==> src/mmbd_pkg.sv <==
package mmbd_pkg;

  // configuration register widths and the write port
  localparam int PC_W      = 21;
  localparam int PW_W      = 13;
  localparam int CFG_W     = 21;
  localparam int REG_IDX_W = 1;

  // results one item can cause at most
  localparam int SLOTS  = 3;
  localparam int SLOT_W = 2;

  typedef enum logic [REG_IDX_W-1:0] {
    REG_POINT_COUNT = 1'b0,
    REG_PIXEL_WIDTH = 1'b1
  } reg_idx_t;

  // commands from the controller to the datapath
  typedef struct packed {
    logic div_start;
    logic restart;
    logic accept;
    logic build;
    logic load;
  } ctrl_cmd_t;

  // status from the datapath to the controller
  typedef struct packed {
    logic div_busy;
    logic slot_pending;
    logic slot_final;
    logic out_free;
  } dp_status_t;

endpackage

==> src/mmbd_div.sv <==
module mmbd_div #(
  parameter int NB = 21,
  parameter int WB = 13
) (
  input  logic          clk,
  input  logic          rst,
  input  logic          start,
  input  logic [NB-1:0] dividend,
  input  logic [WB-1:0] divisor,
  output logic          busy,
  output logic [NB-1:0] quotient,
  output logic [WB-1:0] remainder
);

  localparam int CNT_W = $clog2(NB + 1);

  logic [CNT_W-1:0] cnt;
  logic [NB-1:0]    dq;
  logic [WB-1:0]    rem;
  logic [WB-1:0]    div_r;
  logic [WB:0]      trial;
  logic [WB:0]      diff;
  logic             ge;
  logic [WB-1:0]    rem_next;

  // one restoring step: shift in the next dividend bit, subtract if it fits
  always_comb begin
    trial    = {rem, dq[NB-1]};
    ge       = trial >= {1'b0, div_r};
    diff     = trial - {1'b0, div_r};
    rem_next = ge ? diff[WB-1:0] : trial[WB-1:0];
  end

  // step counter
  always_ff @(posedge clk) begin
    if (rst) begin
      cnt <= '0;
    end else if (start) begin
      cnt <= CNT_W'(NB);
    end else if (busy) begin
      cnt <= cnt - CNT_W'(1);
    end
  end

  // quotient shares the dividend shift register
  always_ff @(posedge clk) begin
    if (start) begin
      dq    <= dividend;
      rem   <= '0;
      div_r <= divisor;
    end else if (busy) begin
      dq  <= {dq[NB-2:0], ge};
      rem <= rem_next;
    end
  end

  assign busy      = cnt != '0;
  assign quotient  = dq;
  assign remainder = rem;

endmodule

==> src/mmbd_dp.sv <==
module mmbd_dp #(
  parameter int INDEX_BITS = 20,
  parameter int VALUE_BITS = 32,
  parameter int WIDTH_BITS = 12
) (
  input  logic                          clk,
  input  logic                          rst,
  input  logic                          cfg_we,
  input  logic [mmbd_pkg::REG_IDX_W-1:0] cfg_index,
  input  logic [mmbd_pkg::CFG_W-1:0]    cfg_data,
  input  logic signed [VALUE_BITS-1:0]  cost_in,
  output logic                          out_valid,
  input  logic                          out_ready,
  output logic [INDEX_BITS-1:0]         sample_index,
  output logic signed [VALUE_BITS-1:0]  sample_value,
  output logic                          run_last,
  output logic                          stream_done,
  input  mmbd_pkg::ctrl_cmd_t           cmd,
  output mmbd_pkg::dp_status_t          st
);

  import mmbd_pkg::*;

  localparam int NB  = INDEX_BITS + 1;
  localparam int WB  = WIDTH_BITS + 1;
  localparam int ENW = (NB > PC_W) ? NB : PC_W;
  localparam int EWW = (WB > PW_W) ? WB : PW_W;
  localparam int CB  = ((NB > WB) ? NB : WB) + 1;

  // configuration registers
  logic [PC_W-1:0] points_cfg;
  logic [PW_W-1:0] width_cfg;

  // effective sizes
  logic [ENW-1:0] pc_ext;
  logic [ENW-1:0] n_cap;
  logic [EWW-1:0] pw_ext;
  logic [EWW-1:0] w_cap;
  logic [NB-1:0]  eff_n;
  logic [WB-1:0]  eff_w;
  logic [WB-1:0]  eff_b;
  logic [CB-1:0]  n_c;
  logic [CB-1:0]  w_c;
  logic           eff_pass;

  logic [WB-1:0]         b_r;
  logic                  pass_r;
  logic [INDEX_BITS-1:0] last_r;

  // divider results: first bucket end and its remainder
  logic          div_busy;
  logic [NB-1:0] quot;
  logic [WB-1:0] qrem;

  // stream state
  logic [INDEX_BITS-1:0]        counter;
  logic [NB-1:0]                bend;
  logic [WB-1:0]                brem;
  logic                         fresh;
  logic signed [VALUE_BITS-1:0] min_val;
  logic [INDEX_BITS-1:0]        min_idx;
  logic signed [VALUE_BITS-1:0] max_val;
  logic [INDEX_BITS-1:0]        max_idx;
  logic [INDEX_BITS-1:0]        prev_idx;
  logic                         prev_valid;

  // current item
  logic signed [VALUE_BITS-1:0] cur_val;
  logic [INDEX_BITS-1:0]        cur_idx;
  logic                         is_zero;
  logic                         is_end;
  logic                         is_last;

  logic          at_end;
  logic          at_last;
  logic [WB:0]   rsum;
  logic          carry;
  logic [WB-1:0] brem_next;
  logic [NB-1:0] bend_next;

  // result slots
  logic [INDEX_BITS-1:0]        slot_idx [SLOTS];
  logic signed [VALUE_BITS-1:0] slot_val [SLOTS];
  logic                         slot_done [SLOTS];
  logic [SLOT_W-1:0]            cnt;
  logic [SLOT_W-1:0]            ptr;

  // build results
  logic [INDEX_BITS-1:0]        bld_idx [SLOTS];
  logic signed [VALUE_BITS-1:0] bld_val [SLOTS];
  logic [SLOT_W:0]              bld_k;
  logic [INDEX_BITS-1:0]        bld_prev_idx;
  logic                         bld_prev_valid;
  logic                         cand_en  [4];
  logic [INDEX_BITS-1:0]        cand_idx [4];
  logic signed [VALUE_BITS-1:0] cand_val [4];
  logic                         min_first;

  // clamp the registers and take the bucket count
  always_comb begin
    pc_ext = ENW'(points_cfg);
    n_cap  = ENW'(1) << INDEX_BITS;
    pw_ext = EWW'(width_cfg);
    w_cap  = EWW'(1) << WIDTH_BITS;
    if (points_cfg == '0) begin
      eff_n = NB'(1);
    end else if (pc_ext > n_cap) begin
      eff_n = NB'(n_cap);
    end else begin
      eff_n = NB'(pc_ext);
    end
    if (width_cfg == '0) begin
      eff_w = WB'(1);
    end else if (pw_ext > w_cap) begin
      eff_w = WB'(w_cap);
    end else begin
      eff_w = WB'(pw_ext);
    end
    n_c      = CB'(eff_n);
    w_c      = CB'(eff_w);
    eff_b    = (n_c < w_c) ? WB'(n_c) : eff_w;
    eff_pass = n_c <= (CB'(eff_b) << 1);
  end

  // configuration writes
  always_ff @(posedge clk) begin
    if (rst) begin
      points_cfg <= PC_W'(1);
      width_cfg  <= PW_W'(1);
    end else if (cfg_we) begin
      unique case (reg_idx_t'(cfg_index))
        REG_POINT_COUNT: points_cfg <= cfg_data[PC_W-1:0];
        REG_PIXEL_WIDTH: width_cfg  <= cfg_data[PW_W-1:0];
        default: ;
      endcase
    end
  end

  // sizes held for the stream
  always_ff @(posedge clk) begin
    if (cmd.div_start) begin
      b_r    <= eff_b;
      pass_r <= eff_pass;
      last_r <= INDEX_BITS'(eff_n - NB'(1));
    end
  end

  mmbd_div #(
    .NB(NB),
    .WB(WB)
  ) u_div (
    .clk      (clk),
    .rst      (rst),
    .start    (cmd.div_start),
    .dividend (eff_n),
    .divisor  (eff_b),
    .busy     (div_busy),
    .quotient (quot),
    .remainder(qrem)
  );

  // bucket end stepping: end grows by quotient, plus one when the remainder wraps
  always_comb begin
    at_end    = (NB'(counter) + NB'(1)) == bend;
    at_last   = counter == last_r;
    rsum      = {1'b0, brem} + {1'b0, qrem};
    carry     = rsum >= {1'b0, b_r};
    brem_next = carry ? WB'(rsum - {1'b0, b_r}) : WB'(rsum);
    bend_next = bend + quot + NB'(carry);
  end

  // stream control state
  always_ff @(posedge clk) begin
    if (rst) begin
      counter    <= '0;
      fresh      <= 1'b1;
      prev_valid <= 1'b0;
    end else if (cmd.restart) begin
      counter    <= '0;
      fresh      <= 1'b1;
      prev_valid <= 1'b0;
    end else if (cmd.accept) begin
      if (at_last) begin
        counter <= '0;
        fresh   <= 1'b1;
      end else begin
        counter <= counter + INDEX_BITS'(1);
        fresh   <= at_end;
      end
    end else if (cmd.build) begin
      prev_valid <= is_last ? 1'b0 : bld_prev_valid;
    end
  end

  // bucket bounds and running extremes
  always_ff @(posedge clk) begin
    if (cmd.restart || (cmd.accept && at_last)) begin
      bend <= quot;
      brem <= qrem;
    end else if (cmd.accept && at_end) begin
      bend <= bend_next;
      brem <= brem_next;
    end
    if (cmd.accept) begin
      cur_val <= cost_in;
      cur_idx <= counter;
      is_zero <= counter == '0;
      is_end  <= at_end;
      is_last <= at_last;
      if (fresh || (cost_in < min_val)) begin
        min_val <= cost_in;
        min_idx <= counter;
      end
      if (fresh || (cost_in > max_val)) begin
        max_val <= cost_in;
        max_idx <= counter;
      end
    end
  end

  // candidates in emission order, repeats of the previous index dropped
  always_comb begin
    min_first   = min_idx < max_idx;
    cand_en[0]  = pass_r || is_zero;
    cand_idx[0] = cur_idx;
    cand_val[0] = cur_val;
    cand_en[1]  = !pass_r && is_end;
    cand_idx[1] = min_first ? min_idx : max_idx;
    cand_val[1] = min_first ? min_val : max_val;
    cand_en[2]  = !pass_r && is_end;
    cand_idx[2] = min_first ? max_idx : min_idx;
    cand_val[2] = min_first ? max_val : min_val;
    cand_en[3]  = !pass_r && is_last;
    cand_idx[3] = cur_idx;
    cand_val[3] = cur_val;
    bld_k          = '0;
    bld_prev_idx   = prev_idx;
    bld_prev_valid = prev_valid;
    for (int i = 0; i < SLOTS; i++) begin
      bld_idx[i] = cur_idx;
      bld_val[i] = cur_val;
    end
    for (int j = 0; j < 4; j++) begin
      if (cand_en[j] && !(bld_prev_valid && (bld_prev_idx == cand_idx[j]))) begin
        if (bld_k < (SLOT_W + 1)'(SLOTS)) begin
          bld_idx[bld_k[SLOT_W-1:0]] = cand_idx[j];
          bld_val[bld_k[SLOT_W-1:0]] = cand_val[j];
          bld_k = bld_k + (SLOT_W + 1)'(1);
        end
        bld_prev_idx   = cand_idx[j];
        bld_prev_valid = 1'b1;
      end
    end
  end

  // result slots
  always_ff @(posedge clk) begin
    if (cmd.build) begin
      prev_idx <= bld_prev_idx;
      for (int i = 0; i < SLOTS; i++) begin
        slot_idx[i]  <= bld_idx[i];
        slot_val[i]  <= bld_val[i];
        slot_done[i] <= bld_idx[i] == last_r;
      end
    end
  end

  always_ff @(posedge clk) begin
    if (rst) begin
      cnt <= '0;
      ptr <= '0;
    end else if (cmd.build) begin
      cnt <= bld_k[SLOT_W-1:0];
      ptr <= '0;
    end else if (cmd.load) begin
      ptr <= ptr + SLOT_W'(1);
    end
  end

  // output register
  always_ff @(posedge clk) begin
    if (rst) begin
      out_valid <= 1'b0;
    end else if (cmd.load) begin
      out_valid <= 1'b1;
    end else if (out_ready) begin
      out_valid <= 1'b0;
    end
  end

  always_ff @(posedge clk) begin
    if (cmd.load) begin
      sample_index <= slot_idx[ptr];
      sample_value <= slot_val[ptr];
      stream_done  <= slot_done[ptr];
      run_last     <= st.slot_final;
    end
  end

  assign st.div_busy     = div_busy;
  assign st.slot_pending = ptr < cnt;
  assign st.slot_final   = ptr == (cnt - SLOT_W'(1));
  assign st.out_free     = !out_valid || out_ready;

`ifndef NO_ASSERTIONS
  // a result is only moved out while the slots still hold one
  assert property (@(posedge clk) disable iff (rst) cmd.load |-> (ptr < cnt))
    else $error("result loaded from an empty slot");

  // an accepted item never lies past the end of its bucket
  assert property (@(posedge clk) disable iff (rst)
    cmd.accept |-> (NB'(counter) < bend))
    else $error("sample index beyond bucket end");

  // no item causes more results than the slots hold
  assert property (@(posedge clk) disable iff (rst)
    cmd.build |=> (cnt <= SLOT_W'(SLOTS)))
    else $error("result count overflow");
`endif

endmodule

==> src/mmbd_ctrl.sv <==
module mmbd_ctrl (
  input  logic                 clk,
  input  logic                 rst,
  input  logic                 cfg_we,
  input  logic                 in_valid,
  output logic                 in_ready,
  input  mmbd_pkg::dp_status_t st,
  output mmbd_pkg::ctrl_cmd_t  cmd
);

  import mmbd_pkg::*;

  typedef enum logic [2:0] {
    S_START,
    S_DIV,
    S_IDLE,
    S_BUILD,
    S_EMIT
  } state_t;

  state_t state;
  logic   ready;

  // sequencer: divide after reset or a write, then take one item at a time
  always_ff @(posedge clk) begin
    if (rst) begin
      state <= S_START;
      ready <= 1'b0;
    end else if (cfg_we) begin
      state <= S_START;
      ready <= 1'b0;
    end else begin
      unique case (state)
        S_START: begin
          state <= S_DIV;
        end
        S_DIV: begin
          if (!st.div_busy) begin
            state <= S_IDLE;
            ready <= 1'b1;
          end
        end
        S_IDLE: begin
          if (in_valid && ready) begin
            state <= S_BUILD;
            ready <= 1'b0;
          end
        end
        S_BUILD: begin
          state <= S_EMIT;
        end
        S_EMIT: begin
          if (!st.slot_pending || (st.out_free && st.slot_final)) begin
            state <= S_IDLE;
            ready <= 1'b1;
          end
        end
        default: begin
          state <= S_START;
          ready <= 1'b0;
        end
      endcase
    end
  end

  // commands decoded from state
  always_comb begin
    cmd.div_start = state == S_START;
    cmd.restart   = (state == S_DIV) && !st.div_busy;
    cmd.accept    = in_valid && ready;
    cmd.build     = state == S_BUILD;
    cmd.load      = (state == S_EMIT) && st.slot_pending && st.out_free;
  end

  assign in_ready = ready;

`ifndef NO_ASSERTIONS
  // results are built in the cycle after an item is taken
  assert property (@(posedge clk) disable iff (rst)
    cmd.build |-> $past(in_valid && ready))
    else $error("build without an accepted item");

  // no item is taken while the bucket division runs
  assert property (@(posedge clk) disable iff (rst) ready |-> !st.div_busy)
    else $error("ready while divider busy");
`endif

endmodule

==> src/min_max_bucket_decimator_unit.sv <==
// Min/max decimator for plotting a history of cost samples. Write the point count
// (index 0) and the pixel width (index 1), then stream the samples on cost_in; the
// block passes every sample when the history is short, and otherwise sends
// sample 0, the minimum and maximum of each bucket in index order, and the final
// sample, with repeated indices dropped. Every register write, and reset, starts
// a fresh history and runs a bit-serial division for the bucket size: items are
// refused until it ends. Each item is then taken and sorted into result slots, and
// the controller steps through the result slots one per cycle while the output
// register is free or being emptied; the output register lets the next item in
// while the last result waits to be taken. run_last marks the last result of an
// item and stream_done the result of the final history point.
module min_max_bucket_decimator_unit #(
  parameter int INDEX_BITS = 20,
  parameter int VALUE_BITS = 32,
  parameter int WIDTH_BITS = 12
) (
  input  logic                           clk,
  input  logic                           rst,
  input  logic                           cfg_we,
  input  logic [mmbd_pkg::REG_IDX_W-1:0] cfg_index,
  input  logic [mmbd_pkg::CFG_W-1:0]     cfg_data,
  input  logic                           in_valid,
  output logic                           in_ready,
  input  logic signed [VALUE_BITS-1:0]   cost_in,
  output logic                           out_valid,
  input  logic                           out_ready,
  output logic [INDEX_BITS-1:0]          sample_index,
  output logic signed [VALUE_BITS-1:0]   sample_value,
  output logic                           run_last,
  output logic                           stream_done
);

  import mmbd_pkg::*;

  ctrl_cmd_t  cmd;
  dp_status_t st;

  mmbd_ctrl u_ctrl (
    .clk     (clk),
    .rst     (rst),
    .cfg_we  (cfg_we),
    .in_valid(in_valid),
    .in_ready(in_ready),
    .st      (st),
    .cmd     (cmd)
  );

  mmbd_dp #(
    .INDEX_BITS(INDEX_BITS),
    .VALUE_BITS(VALUE_BITS),
    .WIDTH_BITS(WIDTH_BITS)
  ) u_dp (
    .clk         (clk),
    .rst         (rst),
    .cfg_we      (cfg_we),
    .cfg_index   (cfg_index),
    .cfg_data    (cfg_data),
    .cost_in     (cost_in),
    .out_valid   (out_valid),
    .out_ready   (out_ready),
    .sample_index(sample_index),
    .sample_value(sample_value),
    .run_last    (run_last),
    .stream_done (stream_done),
    .cmd         (cmd),
    .st          (st)
  );

endmodule

==> config.mk <==
export PLATFORM = sky130hd
export DESIGN_NAME = min_max_bucket_decimator_unit
export DESIGN_NICKNAME = d
export VERILOG_FILES = /design/src/mmbd_pkg.sv /design/src/mmbd_div.sv /design/src/mmbd_dp.sv /design/src/mmbd_ctrl.sv /design/src/min_max_bucket_decimator_unit.sv
export SDC_FILE = /design/constraint.sdc
export NUM_CORES = 1
export LEC_CHECK = 0
export CAP_MARGIN = 20
export CORE_MARGIN = 4
export CORE_UTILIZATION = 45
export CTS_CLUSTER_SIZE = 25
export DETAILED_ROUTE_END_ITERATION = 8
export DONT_BUFFER_PORTS = 1
export SETUP_SLACK_MARGIN = 0.5
export SYNTH_ARGS = -nofsm -noshare
export SYNTH_HDL_FRONTEND = slang
export SYNTH_SLANG_ARGS = --single-unit
==> constraint.sdc <==
create_clock -name clk -period 10.49 [get_ports clk]
set_input_delay 0.5245 -clock clk [delete_from_list [all_inputs] [get_ports clk]]
set_output_delay 0.5245 -clock clk [all_outputs]
set_load 0.02 [all_outputs]
==> flow_summary.ini <==
[synthesis]
syn_area_um2 = 34000
synth-edff-count = 481
yosysSeqAreaShare_pct = 47.3
syn_avg_cell_area_um2 = 9.92
yosysTopAreaCell = edfxtp_1
synth_warnings = 0
yosys_most_used_dff = edfxtp_1
async_reset_ff_share_pct = 0
synthCells = 3432
synth_top_cells_by_area = edfxtp_1 42%, ha_1 6.4%, mux2i_1 5.0%
ys_types = 94
ys_ff_latch = 564
yosysTopAreaCellShare_pct = 42.4
syn_nets = 3671

[placed_design]
place_inst = 4284
portBuffers = 0
gp_congestion = 1.03
dpl-instance-area_um2 = 35300
dp_hpwl_um = 89100

[final_layout]
multi_input_area_um2 = 16500
layout_commonest_cell = edfxtp_1
fillers = 6710
seqCellArea_um2 = 16100
nets = 3661
final_cell_mix = 481 x edfxtp_1, 343 x nand2_1, 281 x a21oi_1
instances_no_fill = 4441
finalInstanceArea_um2 = 37900
drive_gt1_share_pct = 7.81
area_growth_syn_to_layout_pct = 11.4

[global_route]
grt_max_degree = 108
antenna_found_initial = 6
grt_pass1_wl_um = 180000
grt_pass1_vias = 26800
groute.usage.overall_pct = 29.7
overflow = 0

[hold_path]
holdPathStages = 1
min_to = u_dp.pc_ext[0]
hold_start = rst
hold_class = primary input to flip-flop

[sta]
finalSetupViolations = 0
fin_setup_tns_ns = 0
period_share_pct = 87.8
tightest_slew_ns = 1.19
rsz0062_at_grt = no
slew_headroom_pct = 18.8
max_freq_mhz = 109
hold_violations = 0
holdWs_ns = 0.0306
period_minus_slack_ns = 9.21
slew_viol_final = 0
clock_skew_ns = 0.0299

[cts]
cts_root_buffer = clkbuf_16
clk_latency_ns = 0.61
ctsHtreeMaxLevel = 3
clk_pin_slew_ns = 0.06
numCtsBuffers = 67
postCtsResizedCells = 0
tritoncts = done
cts_buffer_depth = 3
clock-sinks = 564

[pwr]
power_density_nw_per_um2 = 173
vdd_drop_max_mv = 0.169
p_leak_nw = 14.4
total_power_mw = 6.58

[die]
die-area_um2 = 80100
start_util_pct = 45.6
rows = 100
io_pins = 115
chipHeight_um = 283
die_width_um = 283
core_area_um2 = 74700

[detailed_routing]
post_drt_via_cell_ratio = 6.25
firstDrtPassIters = 6
routed_wl_um = 123000
drc = 0
num_vias = 27700
wire_per_inst_um = 27.7
ant_nets = 0
first_iter_violations = 3100

[worst_setup_path]
critical_path_class = flip-flop to flip-flop
crit_path_cell_trace = inv_1, ha_1, nand4_1, or3_1, or4_1, a41o_4, mux2i_1, xnor2_1, nand4_1, nor4_4, a21oi_4, inv_4, mux2i_1, nor2_4, a21oi_2, mux2_1, nand4_1, o21ai_2, buf_4, o2111ai_4, buf_12, o21ai_0, a22o_1, nor4bb_1
r2r_setup_slack_ns = 1.28
cpLargestDelayFamily = simple AND/OR/NAND/NOR gates
reg2reg_to = u_dp.slot_done[2]
required_ns = 10.88
arrival_ns = 9.60
r2r_cells = 24
crit_fanout = 69
crit_path_start_kind = flip-flop
cp_slowest_stage_delay_ns = 0.90
rr_startpoint = u_dp.max_idx[15]
cp-end-kind = flip-flop
cp_slowest_cell = mux2i_1
crit_buf_inv = 4
cp_common_cell = nand4_1

[flow_run]
max-cap-violations = 0

[status]
status = completed
-- power breakdown --
group	internal [mW]	switching (mW)	total (mW)
combinational	0.556	0.999	1.56
clock	1.42	0.958	2.38
sequential	2.54	0.0959	2.64
total	4.52	2.05	6.58
-- state kept, by name, indices dropped and copies added, names as in the netlist, 20 cells and up --
signal,flops
u_dp.bend,21
u_dp.min_val,32
u_dp.cur_idx,20
u_dp.last_r,20
u_dp.pc_ext,21
u_dp.cur_val,32
u_dp.counter,20
u_dp.prev_idx,20
u_dp.max_idx,20
u_dp.slot_val,96
u_dp.max_val,32
u_dp.min_idx,20
u_dp.sample_index,20
u_dp.u_div.quotient,21
u_dp.slot_idx,60
u_dp.sample_value,32
-- cells by family after synthesis --
group                    count (synthesis)  synth area share (%)
AND/OR/NAND/NOR                        891                  12.1
buffers and inverters                  420                  4.79
adder cells (fa/ha/maj)                180                  6.73
XOR/XNOR                               233                  6.00
AO/OA/AOI/OAI                          952                  17.3
multiplexers                           192                  5.78
flip-flops                             564                  47.3
-- what timing repair did --
action,in CTS,in global routing
hold buffers,35,0
buffers inserted,0,0
endpoints found under the hold margin,139,0
-- stage by stage --
step	setup WS, ns	util, %
floorplan	2.57	-
global placement	1.73	47.3
detailed placement	1.41	47.3
CTS	1.37	50.7
global route	0.861	50.8
finish	1.28	50.8
-- synthesized netlist by cell type (all sizes together) (15+ instances only) --
| master | n |
|---|---|
| a21o | 61 |
| nor2b | 35 |
| nand2 | 344 |
| nor4 | 31 |
| o22ai | 118 |
| nor2 | 234 |
| nor3 | 52 |
| edfxtp | 481 |
| a21oi | 286 |
| o21bai | 28 |
| inv | 215 |
| and3 | 18 |
| nand4 | 61 |
| mux2 | 18 |
| a211oi | 37 |
| ha | 175 |
| buf | 50 |
| dfxtp | 83 |
| a31oi | 15 |
| o2111ai | 19 |
| o21ai | 249 |
| o211ai | 21 |
| xnor2 | 183 |
| a22oi | 30 |
| clkbuf | 153 |
| mux2i | 174 |
| xor2 | 50 |
| nand3 | 25 |
| nand2b | 33 |
-- layout make-up --
cell class	instances	area share [%]
clock inverter	34	0.990
tap	969	3.20
clock buffer	84	4.87
antenna	1	0.00660
sequential	564	42.5
timing repair buffer	124	2.82
multi-input combinational	2448	43.5
inverter	217	2.17
-- how the worst max path moves through the flow --
stage / start / endpoint / slack, ns / depth (start not counted)
final: u_dp.max_idx[15] / u_dp.slot_done[2] / 1.28 / 24
after global routing: u_dp.max_idx[15] / u_dp.slot_done[2] / 0.86 / 24
after CTS: u_dp.max_idx[15] / u_dp.slot_done[2] / 1.37 / 24
after detailed placement: u_dp.max_idx[15] / u_dp.slot_done[2] / 1.41 / 24
after global placement: u_dp.max_idx[2] / u_dp.slot_done[2] / 1.73 / 24
after floorplan: cost_in[1] / u_dp.min_idx[0] / 2.57 / 20
-- metal layers --
metal | up-vias | global-route usage, % | wire length [um]
li1 | 12500 | - | -
met3 | 269 | 6.09 | 11500
met4 | 10 | 11.2 | 5000
met5 | - | 0 | 55
met2 | 1428 | 46.8 | 55500
met1 | 13500 | 40.4 | 51100
Power figures use the tool's default switching activity.
